`config.mk`:
```
export PLATFORM = sky130hd
export DESIGN_NAME = rau_ctrl
export DESIGN_NICKNAME = d
export VERILOG_FILES = /design/src/rtl/core/rau_pkg.sv /design/src/rtl/core/rau_ctrl.sv
export SDC_FILE = /design/constraint.sdc
export NUM_CORES = 1
export LEC_CHECK = 0
export BUFFER_PORTS_ARGS = -buffer_cell sky130_fd_sc_hd__buf_2
export CAP_MARGIN = 20
export CORE_AREA = 2 2 39 41
export CTS_CLUSTER_SIZE = 12
export DETAILED_ROUTE_END_ITERATION = 10
export DIE_AREA = 0 0 41 43
export SLEW_MARGIN = 10
export SYNTH_ARGS = -nofsm -noshare
export SYNTH_HDL_FRONTEND = slang
export SYNTH_SLANG_ARGS = --single-unit
```
`constraint.sdc`:
```
create_clock -name clk -period 1.7 [get_ports clk]
set_input_delay 0.085 -clock clk [delete_from_list [all_inputs] [get_ports clk]]
set_output_delay 0.085 -clock clk [all_outputs]
set_load 0.02 [all_outputs]
```
`src/rtl/core/rau_pkg.sv`:
```
// Shared types and constants for the rational arithmetic unit.
`timescale 1ns / 1ps
package rau_pkg;
	localparam int WORD_BITS = 32;
	localparam int MAG_BITS  = 2 * WORD_BITS;
	localparam int CNT_BITS  = $clog2(MAG_BITS + 1);

	typedef enum logic [2:0] {
		OP_ADD  = 3'd0,
		OP_SUB  = 3'd1,
		OP_MUL  = 3'd2,
		OP_DIV  = 3'd3,
		OP_NORM = 3'd4
	} op_t;

	typedef enum logic [1:0] {
		ST_OK   = 2'd0,
		ST_ZERO = 2'd1,
		ST_OVF  = 2'd2
	} status_t;

	typedef enum logic [3:0] {
		S_IDLE, S_MUL1, S_MUL2, S_COMB, S_GCD, S_DIV1, S_DIV2, S_CHECK, S_OUT
	} state_t;

	// Controller to datapath commands.
	typedef struct packed {
		logic load;
		logic mul1;
		logic mul2;
		logic comb;
		logic gcd_step;
		logic div_init;
		logic div_step;
		logic div_sel_den;
		logic check;
	} cmd_t;

	// Datapath to controller status.
	typedef struct packed {
		logic in_err;
		logic num_zero;
		logic gcd_done;
		logic div_done;
	} sts_t;
endpackage

```
`src/rtl/core/rau_ctrl.sv`:
```
// Controller state machine sequencing the datapath.
`timescale 1ns / 1ps
module rau_ctrl
	import rau_pkg::*;
(
	input  logic clk,
	input  logic arst_n,
	input  logic start,
	input  logic out_taken,
	input  sts_t sts,
	output cmd_t cmd,
	output logic busy,
	output logic out_valid
);
	state_t state_q, state_d;

	always_ff @(posedge clk or negedge arst_n) begin
		if (!arst_n) state_q <= S_IDLE;
		else state_q <= state_d;
	end

	always_comb begin
		state_d = state_q;
		unique case (state_q)
			S_IDLE:  if (start) state_d = S_MUL1;
			S_MUL1:  state_d = sts.in_err ? S_CHECK : S_MUL2;
			S_MUL2:  state_d = S_COMB;
			S_COMB:  state_d = S_GCD;
			S_GCD:   if (sts.num_zero) state_d = S_CHECK;
				else if (sts.gcd_done) state_d = S_DIV1;
			S_DIV1:  if (sts.div_done) state_d = S_DIV2;
			S_DIV2:  if (sts.div_done) state_d = S_CHECK;
			S_CHECK: state_d = S_OUT;
			S_OUT:   if (out_taken) state_d = S_IDLE;
			default: state_d = S_IDLE;
		endcase
	end

	// High for the first cycle spent in a state.
	logic first_q;
	always_ff @(posedge clk or negedge arst_n) begin
		if (!arst_n) first_q <= 1'b0;
		else first_q <= (state_q != state_d);
	end

	always_comb begin
		cmd = '0;
		unique case (state_q)
			S_IDLE:  cmd.load = start;
			S_MUL1:  cmd.mul1 = 1'b1;
			S_MUL2:  cmd.mul2 = 1'b1;
			S_COMB:  cmd.comb = 1'b1;
			S_GCD: begin
				cmd.gcd_step = !sts.gcd_done || first_q;
				cmd.div_init = sts.gcd_done && !first_q;
			end
			S_DIV1: begin
				cmd.div_step = !sts.div_done;
				cmd.div_init = sts.div_done;
				cmd.div_sel_den = sts.div_done;
			end
			S_DIV2:  cmd.div_step = !sts.div_done;
			S_CHECK: cmd.check = 1'b1;
			default: ;
		endcase
	end
	assign busy = (state_q != S_IDLE);
	assign out_valid = (state_q == S_OUT);
endmodule

```
---- After elaboration in Yosys (flattened, before gate mapping) ----
Cells that the tools add are included.
operators by class
  eq/ne operators ......................... 9
  multiplexer cells ....................... 17
  reduce and logical (&&, ||, !) cells .... 8
operators by type and width
  operator                                                               number
  4-bit one-hot mux with 9 select lines                                  1
  4-bit 2-to-1 mux                                                       6
  4-bit by 3-bit equality test with 1-bit output, second input constant  4
  4-bit by 2-bit equality test with 1-bit output, second input constant  2
  1-bit 2-to-1 mux                                                       8
  4-bit by 1-bit equality test with 1-bit output, second input constant  1
  4-bit equality test, second input constant                             1
  4-bit logical NOT                                                      1
  4-bit inequality test                                                  1
  4-bit nonzero test                                                     1
  1-bit logical NOT                                                      3
  3-bit 2-to-1 mux                                                       1
  1-bit one-hot mux with 2 select lines                                  1
  2-bit OR reduction                                                     1
  1-bit logical AND                                                      1
  1-bit logical OR                                                       1
storage, ports and cells
  register bits ........................... 5
  input port bits ......................... 8
  word-level logic and storage cells ...... 36

---- Depth between registers and ports, before layout ----
Gate-level depths: netlist of run 1.
  word-level depth ........................ 4
  gate-level depth with buffers ........... 5
  gate-level depth less buffers ........... 4

---- Worst setup path before layout of run 1 ----
No wires, ideal clock.
  path kind ............................... register to register
  start ................................... register state_q[0]
  end ..................................... register first_q
  setup time .............................. 0.124 ns
  data arrival time ....................... 1.291 ns
  setup slack ............................. 0.285 ns
  stages on the path, launching flop included .. 5
  buffers on the path ..................... 0
  clock period less this slack ............ 1.415 ns
  cell sequence ........................... dfrtp_1 > or2b_1 > o21ai_1 > a221o_1 > a211o_1
on the way
  word-level cells in the longest chain between the ends .. 4
ends and longest elaborated chain
  what                                       line            RTL
  from (decl)                                rau_ctrl.sv:15  state_t state_q, state_d;
  from (signal assigned)                     rau_ctrl.sv:19  else state_q <= state_d;
  4-bit 2-to-1 mux                           rau_ctrl.sv:30  else if (sts.gcd_done) state_d = S_DIV1;
  4-bit 2-to-1 mux                           rau_ctrl.sv:29  S_GCD: if (sts.num_zero) state_d = S_CHECK;
  4-bit one-hot mux with 9 select lines (*)  rau_ctrl.sv:24  unique case (state_q)
  named net state_d[0]                       rau_ctrl.sv:15
  4-bit inequality test (*)                  rau_ctrl.sv:43  else first_q <= (state_q != state_d);
  to (signal assigned)                       rau_ctrl.sv:43
  to (decl)                                  rau_ctrl.sv:40  logic first_q;
The timed path passes the listed nets; every way through them passes the cells marked *.

---- Worst setup path in the final report of run 1 ----
Ends and elaborated chain as after synthesis.

==> metrics.cfg, run 1 <==
[cts]
clk_pin_slew_ps = 40
clk_latency_ps = 240
cts_buffers = 3
cts_max_level = 1
cts_root_buffer = clkbuf_4
clockBufferDepth = 2
post_cts_resized = 0
clock_sinks = 5
cts_tree = built

[sta]
rsz0062_at_grt = false
final_max_slew_viol_count = 0
fmax_mhz = 637
tightest_slew_ps = 398
relSlewSlack = 0.735
holdWs_ps = 141
hold_viol = 0
period_share = 0.924
setup_viol = 0
finalCriticalPeriod_ps = 1570
finalSetupTns_ps = 0
finClkSkew_ps = 2.76

[power_and_ir_drop]
p_sw_frac = 0.495
power_density_mw_per_mm2 = 2060
power.switching_mw = 0.599
combPwrFrac = 0.651
finalPower_mw = 1.21
clock_power_share = 0.113
intPower_mw = 0.610
p_seq_frac = 0.236
peakVddDrop_mv = 0.754
p_leak_nw = 0.320

[yosys]
yosysSeqAreaShare = 0.283
synth_fp_nets = 67
synthArstFlopShare = 1.00
yosysMostFrequentCell = nor2_1
synth-main-ff-cell = dfrtp_1
syn-instance-count = 59
yosys_warnings = 0
ys_seq_elements = 5
synth_commonest_cells = 7 x nor2_1, 5 x a21oi_1, 5 x dfrtp_1, 5 x nor3_1
synth_edf_count = 0
yosys.area.top_type = dfrtp_1
syn-cell-area_um2 = 442
ys_types = 27
postSynthAreaPerCell_um2 = 7.49
synth_top_area_frac = 0.283
synth_area_leaders = dfrtp_1 28%, nor2_1 5.9%, a21oi_1 5.7%, and3_1 5.7%, nor3_1 5.7%

[status]
run_status = completed

[global_routing]
grt_start_max_net_pins = 14
grt_pass1_wl_um = 1770
grt_use_total = 0.148
antenna_found_initial = 0
grt_pass1_vias = 453
grt_overflow = 0

[floorplan]
io-pin-count = 19
dieWidth_um = 41
die_area_mm2 = 0.00176
core_area_mm2 = 0.00138
fp-row-count = 14
die_y_um = 43
start_util = 0.319

[setup_path]
critPathMaxFanout = 9
slowest_delay_ps = 460
cp.required_ps = 1830
r2r_end = first_q$_DFF_PN0_
worst-setup-path-type = reg -> reg
reg2reg_from = state_q[0]$_DFF_PN0_
cp-startpoint = state_q[0]$_DFF_PN0_
r2r_setup_slack_ps = 130
crit_path_end_kind = flop
crit_slowest_cell = dfrtp_1
path_cells = or2b_1 -> o21ai_1 -> a221o_1 -> a211o_1
endpoint = first_q$_DFF_PN0_
worstSetupStartpointType = flop
rr_worst_depth = 4
cp.arrival_ps = 1700

[cells_and_area]
n_fill_cell = 145
drive_above_1_share = 0.333
nNetsFinal = 90
design_area_um2 = 586
diodes = 0
area_growth_pct = 32.6

[worst_hold_path]
hp-class = in -> reg

[place]
hpwl_um = 895
dpl_cell_area_um2 = 549
gp_congestion = 0.795
place.port_buffers = 18

[run]
max_cap_viol_count = 0

[drt]
wl_per_cell_um = 11.5
viasPerCell = 4.99
drcViolationCount = 0
drt_iter0_drc = 9
ant_nets = 0
first_pass_iters = 4
wl_um = 1120
via_count = 484

==> power by group through the flow <==
| stage | sequential (mW) | combinational [mW] | clock [mW] |
|---|---|---|---|
| floorplan | 0.221 | 0.656 | 0 |
| global placement | 0.288 | 0.789 | 0 |
| detailed placement | 0.286 | 0.794 | 0 |
| CTS | 0.284 | 0.797 | 0.142 |
| global route | 0.301 | 0.863 | 0.156 |
| finish | 0.285 | 0.786 | 0.137 |
==> metrics by stage <==
step / instances / worst slack (ps) / utilization
3_5_place_dp: 92 / 138 / 0.397
6_report: 97 / 130 / 0.423
3_3_place_gp: 92 / 168 / 0.397
5_1_grt: 97 / 38.2 / 0.423
2_1_floorplan: 59 / 285 / -
4_1_cts: 97 / 132 / 0.423
==> worst min path at each step <==
stage,startpoint,to,slack (ps),cells after the start
after global placement,arst_n,state_q[1]$_DFF_PN0_,-100,1
after global routing,out_taken,state_q[3]$_DFF_PN0_,150,3
after detailed placement,arst_n,state_q[1]$_DFF_PN0_,-90,1
after CTS,out_taken,state_q[3]$_DFF_PN0_,140,3
after floorplan,arst_n,first_q$_DFF_PN0_,-210,0
final,out_taken,state_q[3]$_DFF_PN0_,140,3
==> worst max-delay path, delay by kind of cell (launching register included) <==
kind | cells | cell delay, ps
flops | 1 | 460
simple gates | 1 | 250
compound gates | 3 | 750
==> registers in the layout, summed over array words and instances (netlist names) <==
register	count
state_q	4
first_q	1
==> logic make-up (layout without fill, tap and decap cells) <==
| family | after synthesis | in the layout | share of synthesized area |
|---|---|---|---|
| compound gates | 17 | 17 | 0.252 |
| xor+xnor | 1 | 1 | 0.0198 |
| buf+inv | 9 | 31 | 0.0991 |
| flops | 5 | 5 | 0.283 |
| mux | 2 | 2 | 0.0453 |
| simple gates | 25 | 25 | 0.300 |
==> area by class of cell <==
class	instances	area, µm²	share of cell area
Multi-Input combinational cell	45	273	0.466
Sequential cell	5	125	0.214
Timing Repair Buffer	22	123	0.209
Clock buffer	4	26.3	0.0449
Tap cell	16	20.0	0.0342
Inverter	5	18.8	0.0321
==> cell usage in the layout (no fill, tap or decap) <==
cell type / n
a311oi_1: 1
dfrtp_1: 5
o22a_2: 1
nor2_4: 1
a21oi_1: 5
buf_2: 18
inv_2: 1
inv_1: 4
nor2_1: 7
nand3b_1: 1
o21ai_0: 3
nor2b_1: 1
mux2i_1: 2
nor3_1: 5
buf_4: 3
dlygate4sd3_1: 1
or2b_1: 1
a211o_1: 2
clkbuf_4: 3
o21ai_1: 2
nor4_1: 1
a211oi_1: 1
a221o_1: 1
nand2_1: 3
clkbuf_1: 1
xnor2_1: 1
nand2b_1: 1
a21o_1: 1
and3_1: 4
==> layer usage <==
| layer | vias up | global-route usage | routed length [µm] |
|---|---|---|---|
| li1 | 252 | - | - |
| met1 | 208 | 0.191 | 512 |
| met2 | 22 | 0.219 | 506 |
| met3 | 2 | 0.0314 | 86 |
| met4 | 0 | 0.0800 | 11 |
| met5 | - | 0 | 0 |
==> timing repair <==
item	in CTS	in global routing
hold endpoints to repair	5	0
hold buffers	1	0
buffers inserted	0	0
No activity file was read; power rests on OpenSTA's default activity.
==> run 2, diff against run 1 <==
- CELL_PAD_IN_SITES_DETAIL_PLACEMENT: unset -> 1
- CELL_PAD_IN_SITES_GLOBAL_PLACEMENT: unset -> 2
- CORE_AREA: 2 2 39 41 -> unset
- CORE_UTILIZATION: unset -> 25
- CTS_BUF_LIST: unset -> sky130_fd_sc_hd__clkbuf_4 sky130_fd_sc_hd__clkbuf_8
- DIE_AREA: 0 0 41 43 -> unset
- PLACE_DENSITY_LB_ADDON: unset -> 0.1
- SLEW_MARGIN: 10 -> unset
==> run 2 against run 1 <==
  * Wire length grew 25%
  * Die area grew 10%
  * Power grew 8.1%
  * First-iteration DRC count grew 33%
  * Register-to-register slack lost 30 ps
  * Hold slack lost 3.1 ps
  * Count of clock-buffer cells in the layout is the same
  * Final area grew 4.5%
  * Combinational power grew 10%
  * Utilization shrank 3.5 points
  * Non-clock buffer count grew 3
  * Critical endpoint unchanged
==> metrics.cfg, run 2 (synthesis gave the netlist of run 1 again) <==
[run]
max_cap_viol_count = 0  ; unchanged

[power_and_ir_drop]
finalPower_mw = 1.31  ; was 1.21 mW
power_density_mw_per_mm2 = 2130  ; was 2060 mW/mm²
peakVddDrop_mv = 0.789  ; was 0.754 mV
p_leak_nw = 0.338  ; was 0.320 nW

[global_routing]
grt_pass1_wl_um = 2380  ; was 1770 µm
grt_start_max_net_pins = 11  ; was 14
grt_overflow = 0  ; unchanged
grt_pass1_vias = 504  ; was 453
grt_use_total = 0.170  ; was 0.148
antenna_found_initial = 0  ; unchanged

[setup_path]
cp.required_ps = 1820  ; was 1830 ps
crit_path_end_kind = flop  ; unchanged
r2r_end = first_q$_DFF_PN0_  ; unchanged
slowest_delay_ps = 450  ; was 460 ps
worstSetupStartpointType = flop  ; unchanged
worst-path-buf-inv = 0  ; unchanged
path_cells = or2b_1 -> o21ai_1 -> a221o_1 -> a211o_1  ; unchanged
reg2reg_from = state_q[0]$_DFF_PN0_  ; unchanged
r2r_setup_slack_ps = 100  ; was 130 ps
cp.arrival_ps = 1720  ; was 1700 ps
rr_worst_depth = 4  ; unchanged
critPathMaxFanout = 8  ; was 9
crit_family = compound AO/OA/AOI/OAI gates  ; unchanged
crit_slowest_cell = dfrtp_1  ; unchanged
worst-setup-path-type = reg -> reg  ; unchanged

[drt]
viasPerCell = 5.10  ; was 4.99
via_count = 510  ; was 484
drcViolationCount = 0  ; unchanged
first_pass_iters = 5  ; was 4
ant_nets = 0  ; unchanged
drt_iter0_drc = 12  ; was 9
wl_per_cell_um = 13.9  ; was 11.5 µm
wl_um = 1390  ; was 1120 µm

[cells_and_area]
n_fill_cell = 210  ; was 145
layout_common_cells = 18 x buf_2, 7 x nor2_1, 6 x buf_4  ; was 18 x buf_2, 7 x nor2_1, 5 x nor3_1, 5 x a21oi_1, 5 x dfrtp_1
regMostFlops = state_q  ; unchanged
post-route-util = 0.388  ; was 0.423
largestRegisters = state_q x4, first_q x1  ; unchanged
area_growth_pct = 38.5  ; was 32.6%
drive_above_1_share = 0.369  ; was 0.333
largest_register_ffs = 4  ; unchanged
layout_commonest_cell = buf_2  ; unchanged
nNetsFinal = 93  ; was 90
diodes = 0  ; unchanged

[sta]
setup_viol = 0  ; unchanged
rsz0062_at_grt = false  ; unchanged
tightest_slew_ps = 356  ; was 398 ps
finClkSkew_ps = 3.37  ; was 2.76 ps
holdWs_ps = 137  ; was 141 ps
finalCriticalPeriod_ps = 1600  ; was 1570 ps
final_max_slew_viol_count = 0  ; unchanged
period_share = 0.939  ; was 0.924
finalSetupTns_ps = 0  ; unchanged
hold_viol = 0  ; unchanged
relSlewSlack = 0.763  ; was 0.735
worst_slack_ps = 103  ; was 130 ps
fmax_mhz = 626  ; was 637 MHz

[floorplan]
die_area_mm2 = 0.00194  ; was 0.00176 mm²
start_util = 0.280  ; was 0.319
io-pin-count = 19  ; unchanged
dieWidth_um = 44.0  ; was 41 µm
fp-row-count = 14  ; unchanged
core_area_mm2 = 0.00158  ; was 0.00138 mm²
die_y_um = 44.0  ; was 43 µm

[cts]
clock_sinks = 5  ; unchanged
postCtsHoldBufs = 1  ; unchanged
cts_max_level = 1  ; unchanged
cts_setup_buffers = 0  ; unchanged
clockBufferDepth = 2  ; unchanged
post_cts_resized = 0  ; unchanged
clk_pin_slew_ps = 40  ; about the same
clk_latency_ps = 240  ; about the same
cts_tree = built  ; unchanged
cts_buffers = 3  ; unchanged
cts_root_buffer = clkbuf_4  ; unchanged

[place]
hpwl_um = 1090  ; was 895 µm
gp_congestion = 0.760  ; was 0.795
pre_cts_slack_ps = 110  ; was 138 ps
place.port_buffers = 18  ; unchanged

[status]
run_status = completed  ; unchanged

[worst_hold_path]
hp-class = in -> reg  ; unchanged
holdPathEnd = state_q[3]$_DFF_PN0_  ; unchanged
hold_start = out_taken  ; unchanged
hold_path_depth = 3  ; unchanged

[run 2: cell count changes in the layout (fill, tap and decap cells not counted)]
cell      before  now
clkbuf_4       3    4
buf_4          3    6
clkbuf_1       1    0
[run 2: report_power, final]
part | leakage [nW] | switching (mW) | internal, mW
combinational | 0.259 | 0.486 | 0.381
clock | 0.0184 | 0.0462 | 0.104
sequential | 0.0607 | 0.110 | 0.178
[run 2: cell type report]
class | count | area (µm²) | share of cell area
flip-flops and latches | 5 | 125 | 0.204
well taps | 16 | 20.0 | 0.0327
repair buffers | 25 | 145 | 0.237
clock buffers | 4 | 30.0 | 0.0491
inverters | 5 | 18.8 | 0.0307
multi-input cells | 45 | 273 | 0.446
[run 2: worst reg2reg max path, stage by stage, from the launching register on]
cell and delay, ps:
dfrtp_1 450, or2b_1 270, o21ai_1 90, a221o_1 370
a211o_1 300
[run 2: worst max-delay path by stage]
| stage | start | endpoint | slack, ps | cells after the start |
|---|---|---|---|---|
| after global routing | state_q[0]$_DFF_PN0_ | first_q$_DFF_PN0_ | 7 | 4 |
| final | state_q[0]$_DFF_PN0_ | first_q$_DFF_PN0_ | 100 | 4 |
| after floorplan | state_q[0]$_DFF_PN0_ | first_q$_DFF_PN0_ | 290 | 4 |
| after CTS | state_q[0]$_DFF_PN0_ | first_q$_DFF_PN0_ | 100 | 4 |
| after global placement | state_q[0]$_DFF_PN0_ | first_q$_DFF_PN0_ | 190 | 4 |
| after detailed placement | state_q[0]$_DFF_PN0_ | first_q$_DFF_PN0_ | 110 | 4 |
[run 2: per-layer routing]
| metal | vias up | track usage | wire (µm) |
|---|---|---|---|
| met5 | - | 0 | 0 |
| met4 | 0 | 0.0727 | 0 |
| met3 | 0 | 0.0367 | 27 |
| met2 | 9 | 0.276 | 656 |
| met1 | 241 | 0.217 | 708 |
| li1 | 260 | - | - |
[run 2: metrics by stage]
stage               cells  instance area (µm²)
detailed placement     95                  572
global placement       95                  572
finish                100                  612
global route          100                  612
floorplan              59                  442
CTS                   100                  612
==> run 3, diff against run 2 <==
- CORE_ASPECT_RATIO: unset -> 0.9
==> run 3 against run 2 <==
  * Sequential cell count unchanged
  * Final area is 2.9% higher
  * Die area is essentially flat
  * Via count down 3.7%
  * Clock power is 7% higher
  * Global-route usage is 2.1 points lower
  * Clock skew shrank 1.3 ps
  * Maximum frequency increased by 1.0%
  * Combinational power barely moved
  * Critical path type is now reg -> out
  * Critical endpoint is now cmd[1]
  * Largest cell class unchanged
  * Highest routed layer is now met4
==> metrics.cfg, run 3 (synthesis gave the netlist of run 1 again) <==
[status]
run_status = completed  ; unchanged

[cts]
cts_root_buffer = clkbuf_4  ; unchanged
clk_latency_ps = 250  ; was 240 ps
clk_pin_slew_ps = 50  ; was 40 ps
clock_sinks = 5  ; unchanged
cts_buffers = 3  ; unchanged
clockBufferDepth = 2  ; unchanged
post_cts_resized = 0  ; unchanged
cts_setup_buffers = 0  ; unchanged
postCtsHoldBufs = 1  ; unchanged
cts_tree = built  ; unchanged
cts_max_level = 1  ; unchanged

[power_and_ir_drop]
p_leak_nw = 0.343  ; was 0.338 nW
peakVddDrop_mv = 0.840  ; was 0.789 mV
power_density_mw_per_mm2 = 2080  ; was 2130 mW/mm²

[sta]
finalCriticalPeriod_ps = 1580  ; was 1600 ps
setup_viol = 0  ; unchanged
finalSetupTns_ps = 0  ; unchanged
final_max_slew_viol_count = 0  ; unchanged
relSlewSlack = 0.775  ; was 0.763
rsz0062_at_grt = false  ; unchanged
period_share = 0.930  ; was 0.939
holdWs_ps = 134  ; was 137 ps
tightest_slew_ps = 338  ; was 356 ps
finClkSkew_ps = 2.10  ; was 3.37 ps
fmax_mhz = 633  ; was 626 MHz
hold_viol = 0  ; unchanged

[global_routing]
grt_pass1_wl_um = 2080  ; was 2380 µm
antenna_found_initial = 0  ; unchanged
grt_overflow = 0  ; unchanged
grt_pass1_vias = 447  ; was 504
grt_start_max_net_pins = 11  ; unchanged
grt_use_total = 0.149  ; was 0.170

[floorplan]
die_y_um = 41.9  ; was 44.0 µm
io-pin-count = 19  ; unchanged
die_area_mm2 = 0.00194  ; about the same
start_util = 0.265  ; was 0.280
fp-row-count = 14  ; unchanged
dieWidth_um = 46.3  ; was 44.0 µm
core_area_mm2 = 0.00166  ; was 0.00158 mm²

[cells_and_area]
area_growth_pct = 42.5  ; was 38.5%
regMostFlops = state_q  ; unchanged
diodes = 0  ; unchanged
largestRegisters = state_q x4, first_q x1  ; unchanged
drive_above_1_share = 0.376  ; was 0.369
layout_commonest_cell = buf_2  ; unchanged
layout_common_cells = 18 x buf_2, 7 x nor2_1, 7 x buf_4  ; was 18 x buf_2, 7 x nor2_1, 6 x buf_4
nNetsFinal = 94  ; was 93
largest_register_ffs = 4  ; unchanged

[place]
gp_congestion = 0.777  ; was 0.760
hpwl_um = 1060  ; was 1090 µm
place.port_buffers = 18  ; unchanged

[setup_path]
slowest_delay_ps = 490  ; was 450 ps
r2r_setup_slack_ps = 160  ; was 100 ps
cp.arrival_ps = 1500  ; was 1720 ps
path_cells = or2b_1 -> buf_4 -> nor3_1 -> buf_2  ; was or2b_1 -> o21ai_1 -> a221o_1 -> a211o_1
r2r_end = first_q$_DFF_PN0_  ; unchanged
cp.required_ps = 1620  ; was 1820 ps
crit_slowest_cell = dfrtp_1  ; unchanged
reg2reg_from = state_q[1]$_DFF_PN0_  ; was state_q[0]$_DFF_PN0_
worstSetupStartpointType = flop  ; unchanged
critPathMaxFanout = 8  ; unchanged
crit_path_end_kind = output pin  ; was flop
worst-setup-path-type = reg -> out  ; was reg -> reg
rr_worst_depth = 4  ; unchanged

[drt]
viasPerCell = 4.50  ; was 5.10
via_count = 491  ; was 510
ant_nets = 0  ; unchanged
wl_per_cell_um = 11.9  ; was 13.9 µm
first_pass_iters = 4  ; was 5
drt_iter0_drc = 2  ; was 12
wl_um = 1300  ; was 1390 µm
drcViolationCount = 0  ; unchanged

[worst_hold_path]
hold_path_depth = 3  ; unchanged
holdPathEnd = state_q[3]$_DFF_PN0_  ; unchanged
hp-class = in -> reg  ; unchanged
hold_start = out_taken  ; unchanged

[run]
max_cap_viol_count = 0  ; unchanged

run 3: report_power, final:
group          switching, mW  internal [mW]
clock network         0.0561          0.105
logic                  0.471          0.394
registers              0.106          0.177
total                  0.633          0.677
run 3: area by class of cell:
class                   instances  area [µm²]
repair buffers                 26         153
well taps                      24        30.0
inverters                       5        18.8
clock buffers                   4        30.0
fillers                       207        1030
multi-input cells              45         273
flip-flops and latches          5         125
run 3: routing by layer:
layer / share of wire / wire length, µm / track usage / vias up
met3: 0.030 / 39 / 0.0130 / 2
met1: 0.52 / 677 / 0.220 / 217
li1: - / - / - / 260
met4: 0.011 / 14 / 0.0706 / 0
met2: 0.43 / 563 / 0.214 / 12
met5: 0 / 0 / 0 / -
run 3: stage by stage:
stage               instances  power [mW]  worst slack [ps]   util  area (µm²)
floorplan                  59       0.877               285      -         442
global placement          104        1.15               185  0.354         589
detailed placement        104        1.16               161  0.354         589
CTS                       109        1.32               132  0.378         629
global route              109        1.42              63.2  0.378         629
finish                    109        1.31               119  0.378         629
run 3: how the worst max path moves through the flow:
stage / startpoint / to / slack [ps] / depth (start not counted)
after floorplan: state_q[0]$_DFF_PN0_ / first_q$_DFF_PN0_ / 290 / 4
after global placement: state_q[1]$_DFF_PN0_ / first_q$_DFF_PN0_ / 180 / 4
after detailed placement: state_q[1]$_DFF_PN0_ / first_q$_DFF_PN0_ / 160 / 4
after CTS: state_q[1]$_DFF_PN0_ / cmd[1] / 130 / 4
after global routing: state_q[1]$_DFF_PN0_ / cmd[1] / 60 / 4
final: state_q[1]$_DFF_PN0_ / cmd[1] / 120 / 4
run 3: worst max-delay path: cells and delay by family (launching register included):
kind	cells	cell delay (ps)
AND/OR/NAND/NOR	2	420
buffers and inverters	2	330
flip-flops	1	490
